### src/rtl/core/assert_macros.svh
// Assertion helpers shared by the RTL files.
`ifndef ASSERT_MACROS_SVH
`define ASSERT_MACROS_SVH

// Same-cycle implication, sampled on the rising clock edge, off during reset.
`define ASSERT_SAME(label, clk, rst_n, ante, cons, msg) \
    label: assert property (@(posedge clk) disable iff (!rst_n) (ante) |-> (cons)) \
        else $error(msg);

// Next-cycle implication, sampled on the rising clock edge, off during reset.
`define ASSERT_NEXT(label, clk, rst_n, ante, cons, msg) \
    label: assert property (@(posedge clk) disable iff (!rst_n) (ante) |=> (cons)) \
        else $error(msg);

`endif

### src/rtl/core/hctbp_pkg.sv
package hctbp_pkg;

    // Number of table entries.
    localparam int NUM_SYMBOLS = 256;
    localparam int SYM_AW      = (NUM_SYMBOLS > 1) ? $clog2(NUM_SYMBOLS) : 1;

    // Longest code that the table may hold.
    localparam logic [3:0] MAX_CODE_LEN = 4'd8;

    // Item operation codes.
    typedef enum logic [1:0] {
        OP_LOAD   = 2'd0,
        OP_ENCODE = 2'd1,
        OP_FLUSH  = 2'd2
    } t_op;

endpackage

### src/rtl/core/huffman_code_table_bit_packer.sv
// Huffman encoder back end: a code table and an MSB-first byte packer. Load items write a
// table entry, encode items append the code of their symbol, and flush items emit any
// partial byte padded with zeros. The block takes one item per cycle, sustained, with no
// gap between items of any kind, as long as a held output byte does not stall it. The table
// entry is read into the read stage at the accepting edge, and the shift and merge with
// the pending bits load the output register as the read stage item leaves. The table
// lengths read as zero after reset through one valid bit per entry, so there is no
// clearing pass and the block is ready at once.
`include "assert_macros.svh"

module huffman_code_table_bit_packer
    import hctbp_pkg::*;
(
    input  logic       i_clk,
    input  logic       i_rst_n,
    input  logic       i_in_valid,
    output logic       o_in_ready,
    input  logic [1:0] i_op,
    input  logic [7:0] i_symbol,
    input  logic [7:0] i_code_word,
    input  logic [3:0] i_code_len,
    output logic       o_out_valid,
    input  logic       i_out_ready,
    output logic [7:0] o_out_byte,
    output logic       o_from_flush
);

    // Code table: code word and saturated length per entry.
    logic [11:0]            r_mem [NUM_SYMBOLS];
    logic [NUM_SYMBOLS-1:0] r_vld;

    // Read stage registers.
    logic       r_s1_v;
    logic [1:0] r_s1_op;
    logic       r_s1_ok;
    logic       r_rd_vld;
    logic [7:0] r_rd_word;
    logic [3:0] r_rd_len;

    // Packer state: pending bits right aligned.
    logic [6:0] r_pend_byte;
    logic [2:0] r_pend_bits;
    logic [6:0] n_pend_byte;
    logic [2:0] n_pend_bits;

    // Output register.
    logic       r_out_v;
    logic [7:0] r_out_byte;
    logic       r_out_flush;

    logic        in_acc;
    logic        sym_ok;
    logic [SYM_AW-1:0] sym_idx;
    logic [3:0]  load_len;
    logic        s1_res;
    logic        s1_adv;
    logic [7:0]  s1_byte;
    logic        s1_flush;
    logic [3:0]  s1_len;
    logic [7:0]  s1_code;
    logic [14:0] s1_acc;
    logic [3:0]  s1_total;
    logic [2:0]  s1_rest;

    // Input side handshake and address decode.
    assign sym_ok   = {1'b0, i_symbol} < 9'(NUM_SYMBOLS);
    assign sym_idx  = i_symbol[SYM_AW-1:0];
    assign load_len = (i_code_len > MAX_CODE_LEN) ? MAX_CODE_LEN : i_code_len;
    assign s1_adv   = !s1_res || !r_out_v || i_out_ready;
    assign o_in_ready = !r_s1_v || s1_adv;
    assign in_acc   = i_in_valid && o_in_ready;

    // Table memory: one read per accepted item, plus one write for a load.
    always_ff @(posedge i_clk) begin
        if (in_acc) begin
            if (i_op == OP_LOAD && sym_ok) begin
                r_mem[sym_idx] <= {i_code_word, load_len};
            end
            r_rd_word <= r_mem[sym_idx][11:4];
            r_rd_len  <= r_mem[sym_idx][3:0];
            r_rd_vld  <= r_vld[sym_idx];
            r_s1_op   <= i_op;
            r_s1_ok   <= sym_ok;
        end
    end

    // Entry valid bits and read stage valid.
    always_ff @(posedge i_clk) begin
        if (!i_rst_n) begin
            r_vld  <= '0;
            r_s1_v <= 1'b0;
        end else begin
            if (in_acc && i_op == OP_LOAD && sym_ok) begin
                r_vld[sym_idx] <= 1'b1;
            end
            if (in_acc) begin
                r_s1_v <= 1'b1;
            end else if (s1_adv) begin
                r_s1_v <= 1'b0;
            end
        end
    end

    // Shift and merge of the looked-up code with the pending bits.
    always_comb begin
        s1_len   = (r_rd_vld && r_s1_ok) ? r_rd_len : 4'd0;
        s1_code  = r_rd_word & 8'((9'd1 << s1_len) - 9'd1);
        s1_acc   = (15'(r_pend_byte) << s1_len) | 15'(s1_code);
        s1_total = {1'b0, r_pend_bits} + s1_len;
        s1_rest  = s1_total[2:0];
        s1_res   = 1'b0;
        s1_byte  = 8'd0;
        s1_flush = 1'b0;
        n_pend_byte = r_pend_byte;
        n_pend_bits = r_pend_bits;
        case (r_s1_op)
            OP_ENCODE: begin
                if (s1_len != 4'd0) begin
                    if (s1_total[3]) begin
                        s1_res      = 1'b1;
                        s1_byte     = 8'(s1_acc >> s1_rest);
                        n_pend_byte = 7'(s1_acc) & 7'((8'd1 << s1_rest) - 8'd1);
                        n_pend_bits = s1_rest;
                    end else begin
                        n_pend_byte = 7'(s1_acc);
                        n_pend_bits = s1_rest;
                    end
                end
            end
            OP_FLUSH: begin
                if (r_pend_bits != 3'd0) begin
                    s1_res      = 1'b1;
                    s1_flush    = 1'b1;
                    s1_byte     = 8'({1'b0, r_pend_byte} << (4'd8 - {1'b0, r_pend_bits}));
                    n_pend_byte = 7'd0;
                    n_pend_bits = 3'd0;
                end
            end
            default: begin
                s1_res = 1'b0;
            end
        endcase
    end

    // Pending state, updated as the read stage item leaves.
    always_ff @(posedge i_clk) begin
        if (!i_rst_n) begin
            r_pend_byte <= 7'd0;
            r_pend_bits <= 3'd0;
        end else if (r_s1_v && s1_adv) begin
            r_pend_byte <= n_pend_byte;
            r_pend_bits <= n_pend_bits;
        end
    end

    // Output register.
    always_ff @(posedge i_clk) begin
        if (!i_rst_n) begin
            r_out_v <= 1'b0;
        end else if (r_s1_v && s1_adv && s1_res) begin
            r_out_v <= 1'b1;
        end else if (i_out_ready) begin
            r_out_v <= 1'b0;
        end
    end

    always_ff @(posedge i_clk) begin
        if (r_s1_v && s1_adv && s1_res) begin
            r_out_byte  <= s1_byte;
            r_out_flush <= s1_flush;
        end
    end

    assign o_out_valid  = r_out_v;
    assign o_out_byte   = r_out_byte;
    assign o_from_flush = r_out_flush;

    // A stalled read stage item must still be there next cycle.
    `ASSERT_NEXT(a_s1_hold, i_clk, i_rst_n, r_s1_v && !s1_adv, r_s1_v, "read stage item lost")

    // A flush that emits a byte leaves nothing pending.
    `ASSERT_NEXT(a_flush_clear, i_clk, i_rst_n, r_s1_v && s1_adv && s1_flush, r_pend_bits == 3'd0 && r_pend_byte == 7'd0, "flush left bits pending")

    // No pending bit lies above the pending count.
    `ASSERT_SAME(a_pend_clean, i_clk, i_rst_n, 1'b1, (r_pend_byte >> r_pend_bits) == 7'd0, "stray pending bits")

endmodule

### config.mk
export PLATFORM = sky130hd
export DESIGN_NAME = huffman_code_table_bit_packer
export DESIGN_NICKNAME = d
export VERILOG_FILES = /design/src/rtl/core/hctbp_pkg.sv /design/src/rtl/core/huffman_code_table_bit_packer.sv
export VERILOG_INCLUDE_DIRS = /design/src /design/src/rtl/core
export SDC_FILE = /design/constraint.sdc
export NUM_CORES = 2
export LEC_CHECK = 0
export ABC_AREA = 1
export BUFFER_PORTS_ARGS = -buffer_cell sky130_fd_sc_hd__buf_4
export CAP_MARGIN = 20
export CELL_PAD_IN_SITES_DETAIL_PLACEMENT = 0
export CELL_PAD_IN_SITES_GLOBAL_PLACEMENT = 2
export CORE_UTILIZATION = 48
export CTS_BUF_LIST = sky130_fd_sc_hd__clkbuf_4
export CTS_CLUSTER_SIZE = 30
export DETAILED_ROUTE_END_ITERATION = 16
export HOLD_SLACK_MARGIN = 0.08
export PLACE_DENSITY_LB_ADDON = 0.1
export RECOVER_POWER = 50
export SYNTH_ARGS = -nofsm -noshare
export SYNTH_HDL_FRONTEND = slang
export SYNTH_SLANG_ARGS = --single-unit
### constraint.sdc
create_clock -name i_clk -period 20.1 [get_ports i_clk]
set_input_delay 2.01 -clock i_clk [delete_from_list [all_inputs] [get_ports i_clk]]
set_output_delay 2.01 -clock i_clk [all_outputs]
set_load 0.01 [all_outputs]
==> key figures <==
Status
  – Outcome: complete, but fails checks
  – Failing checks: max-capacitance violations, max-slew violations

Clock network
  – Post-CTS Hold Buffers: 0
  – TritonCTS clock tree: done
  – Clk_lat worst skew: 1.67 ns
  – H-tree depth: 6
  – Root Buffer: clkbuf_4
  – CTS max path bufs: 4
  – Setup bufs post-CTS: 0
  – Clock transition at path regs: 0.06 ns
  – Total CTS buffers: 849
  – CTS Sinks: 3364
  – Post-CTS Resized: 0

Timing
  – Minimum clock period: 12.29 ns
  – Fin. max-slew vios: 3175
  – Clock skew: 0.1092 ns
  – Worst-Margin Slew: 8.595 ns
  – Final period utilization: 61.13%
  – Min setup slack post-route: 7.813 ns
  – Rel. slew slack: -473.0%
  – Max Freq: 81.39 MHz
  – Final hold vios: 0
  – Final Setup Violations: 0
  – RSZ-0062 raised after global routing: false
  – Final TNS setup: 0 ns
  – Hold_ws: 0.4493 ns

Yosys
  – Post-Synthesis Cell Area: 0.1310 mm²
  – Post-synth net total: 9812
  – Primary flip-flop cell chosen by synthesis mapping: edfxtp_1
  – Async S/R FF share, synth: 0%
  – Synth area leader: edfxtp_1
  – Sequential-to-total area share from yosys stat: 75.07%
  – EDFF count, synth: 3096
  – Synth area leaders: edfxtp_1 71%, a22oi_1 9.4%, nand2_1 6.0%
  – Syn avg cell area: 13.40 µm²
  – Yosys cell types: 41
  – Cells after Synth: 9779
  – Synthesis-stage register bit count: 3364
  – Yosys Warn Count: 0
  – Post-synth top area share: 70.97%

Pwr
  – Power per standard cell area: 99.26 mW/mm²
  – Worst VDD drop: 0.00005470 V
  – P_leak: 51.11 nW

Place
  – Post-DP HPWL: 246500 µm
  – Post-place instance area: 0.1345 mm²
  – Gp weighted congestion: 0.8751
  – Dpl ws: 12.34 ns
  – Port Buffers: 36

Cells and area
  – Footprint of the multi-input gates: 0.02765 mm²
  – Layout Nets: 10230
  – Register Area: 0.09833 mm²
  – Layout cells sized above 1: 14.56%
  – Area grow syn2layout: 10.98%
  – Final Cell Area: 0.1454 mm²
  – Finished Core Util: 53.65%
  – # fillers: 23170

Detailed routing
  – DR pass1 iterations: 6
  – DRT iter0 DRCs: 10220
  – Vias/cell: 5.994
  – Routed len/inst: 29.79 µm
  – Final wirelength: 430800 µm
  – Routed via count: 86670
  – Antenna Nets Post-Route: 0
  – Drt drc: 0

Global route
  – Pin count of the biggest net entering global routing: 156
  – Gr usage total: 30.69%
  – Met2 Usage GRT: 46.93%
  – Total global routing overflow: 0
  – Layer with the highest usage: met2
  – Vias in the first global route: 83750
  – GR Layer Usage met1: 43.65%
  – Initial antenna violation count: 28
  – Grt met3 use: 6.842%
  – First-pass GRT wire length: 610400 µm

Floorplan
  – # rows: 191
  – Starting Density: 48.34%
  – IO Pins: 37
  – Die ar.: 0.2750 mm²
  – Core Region: 0.2710 mm²
  – DIE HEIGHT: 524.4 µm
  – Die X: 524.4 µm

Min path
  – Hold path cells: 2
  – Worst min-delay path startpoint: r_vld[177]$_SDFFE_PN0P_
  – Min-Delay Path Class: reg -> reg
  – Hold endpoint: r_vld[177]$_SDFFE_PN0P_

Critical path
  – CP required: 20.22 ns
  – WP data arrival: 12.41 ns
  – CP Class: in -> reg
  – Worst Setup End Kind: register
  – Crit-path max FO: 155
  – Element type at the critical path start: input port
  – R2r worst-path depth: 14
  – R2R Setup Slk: 11.68 ns
  – Worst R2R Start: r_rd_vld$_DFFE_PP_
  – Terminus of the critical flop-to-flop path: r_mem[152][3]$_DFFE_PP_

Run
  – Max Cap Viol: 46
[state kept, by name, summed over array words and instances (netlist names), 2 cells and up]
| name | count |
|---|---|
| r_mem | 3072 |
| r_vld | 256 |
| o_out_byte | 8 |
| r_rd_word | 8 |
| r_pend_byte | 7 |
| r_rd_len | 4 |
| r_pend_bits | 3 |
| r_s1_op | 2 |
[worst max-delay path, cell delays in order]
cell and delay (ns):
clkbuf_1 1.98, a21boi_4 0.73, clkbuf_1 1.49, clkbuf_1 5.85
[per-layer routing]
layer	up-vias	routed length (µm)
met5	-	58
met4	10	12310
met3	629	40100
met2	4370	198000
met1	43780	180300
li1	37880	-
[stage by stage]
| step | power, mW | instances |
|---|---|---|
| detailed placement | 8.635 | 12910 |
| finish | 14.43 | 14460 |
| global placement | 8.631 | 12900 |
| global route | 14.92 | 14450 |
| CTS | 14.50 | 14440 |
| floorplan | 8.230 | 9779 |
[synthesized netlist by cell type, types with 4 or more instances]
cell type and count:
a21boi_0 5, a21o_1 4, a21oi_1 319, a22o_1 10, a22oi_1 1638, and2_1 5
buf_1 61, buf_2 190, buf_4 34, buf_6 14, clkbuf_1 332, clkinv_1 11
dfxtp_1 268, edfxtp_1 3096, ha_1 7, inv_1 581, inv_2 13, nand2_1 2078
nand2_2 6, nand3_1 120, nand4_1 371, nor2_1 474, nor3_1 6, o211ai_1 4
o21ai_0 84, o21ai_1 10, o221ai_1 9, o22ai_1 9
[where the power goes]
group          leakage (nW)  switching [mW]  total, mW  internal, mW
Combinational          15.3           0.660      0.827         0.167
Clock                  6.68            2.86       5.92          3.06
Sequential             29.2          0.0143       7.68          7.67
Total                  51.1            3.53       14.4          10.9
[kinds of logic (layout without fill, tap and decap cells)]
kind of cell    Yosys count  in the layout  share of synthesized area, %
compound gates         2101           2101                         11.26
fa+ha+maj                 7              7                       0.06686
buf+inv                1236           2331                         3.901
flops                  3364           3364                         75.07
mux                       1              1                      0.007642
other cells               0             16                             0
simple gates           3070           3070                         9.693
[cell type report]
type / instances / share of cell area (%)
antenna: 16 / 0.02754
clock inverter: 210 / 0.8649
sequential: 3364 / 67.64
tap: 3570 / 3.072
inverter: 605 / 1.578
multi-input combinational: 5179 / 19.02
clock buffer: 1323 / 6.832
timing repair buffer: 193 / 0.9665
[worst max path at each step]
stage | to | from | slack, ns | cells after the start
5_1_grt | r_mem[47][1]$_DFFE_PP_ | i_code_len[3] | 7.15 | 4
2_1_floorplan | r_mem[0][1]$_DFFE_PP_ | i_code_len[1] | 5.47 | 3
3_5_place_dp | r_rd_vld$_DFFE_PP_ | i_symbol[1] | 12.34 | 18
3_3_place_gp | r_rd_vld$_DFFE_PP_ | i_symbol[1] | 12.37 | 18
6_report | r_mem[213][1]$_DFFE_PP_ | i_code_len[3] | 7.81 | 4
4_1_cts | o_in_ready | r_rd_vld$_DFFE_PP_ | 13.37 | 10
[cell usage in the layout, fill, tap and decap left out, drive strengths merged, types with 95 or more instances in the layout]
cell and count:
clkbuf 1373, nand3 123, a21oi 319, edfxtp 3096
nand2 2084, buf 143, dfxtp 268, o21ai 95
inv 630, nand4 371, nor2 479, a22oi 1638
clkinv 179
No activity file was read; power rests on OpenSTA's default activity.
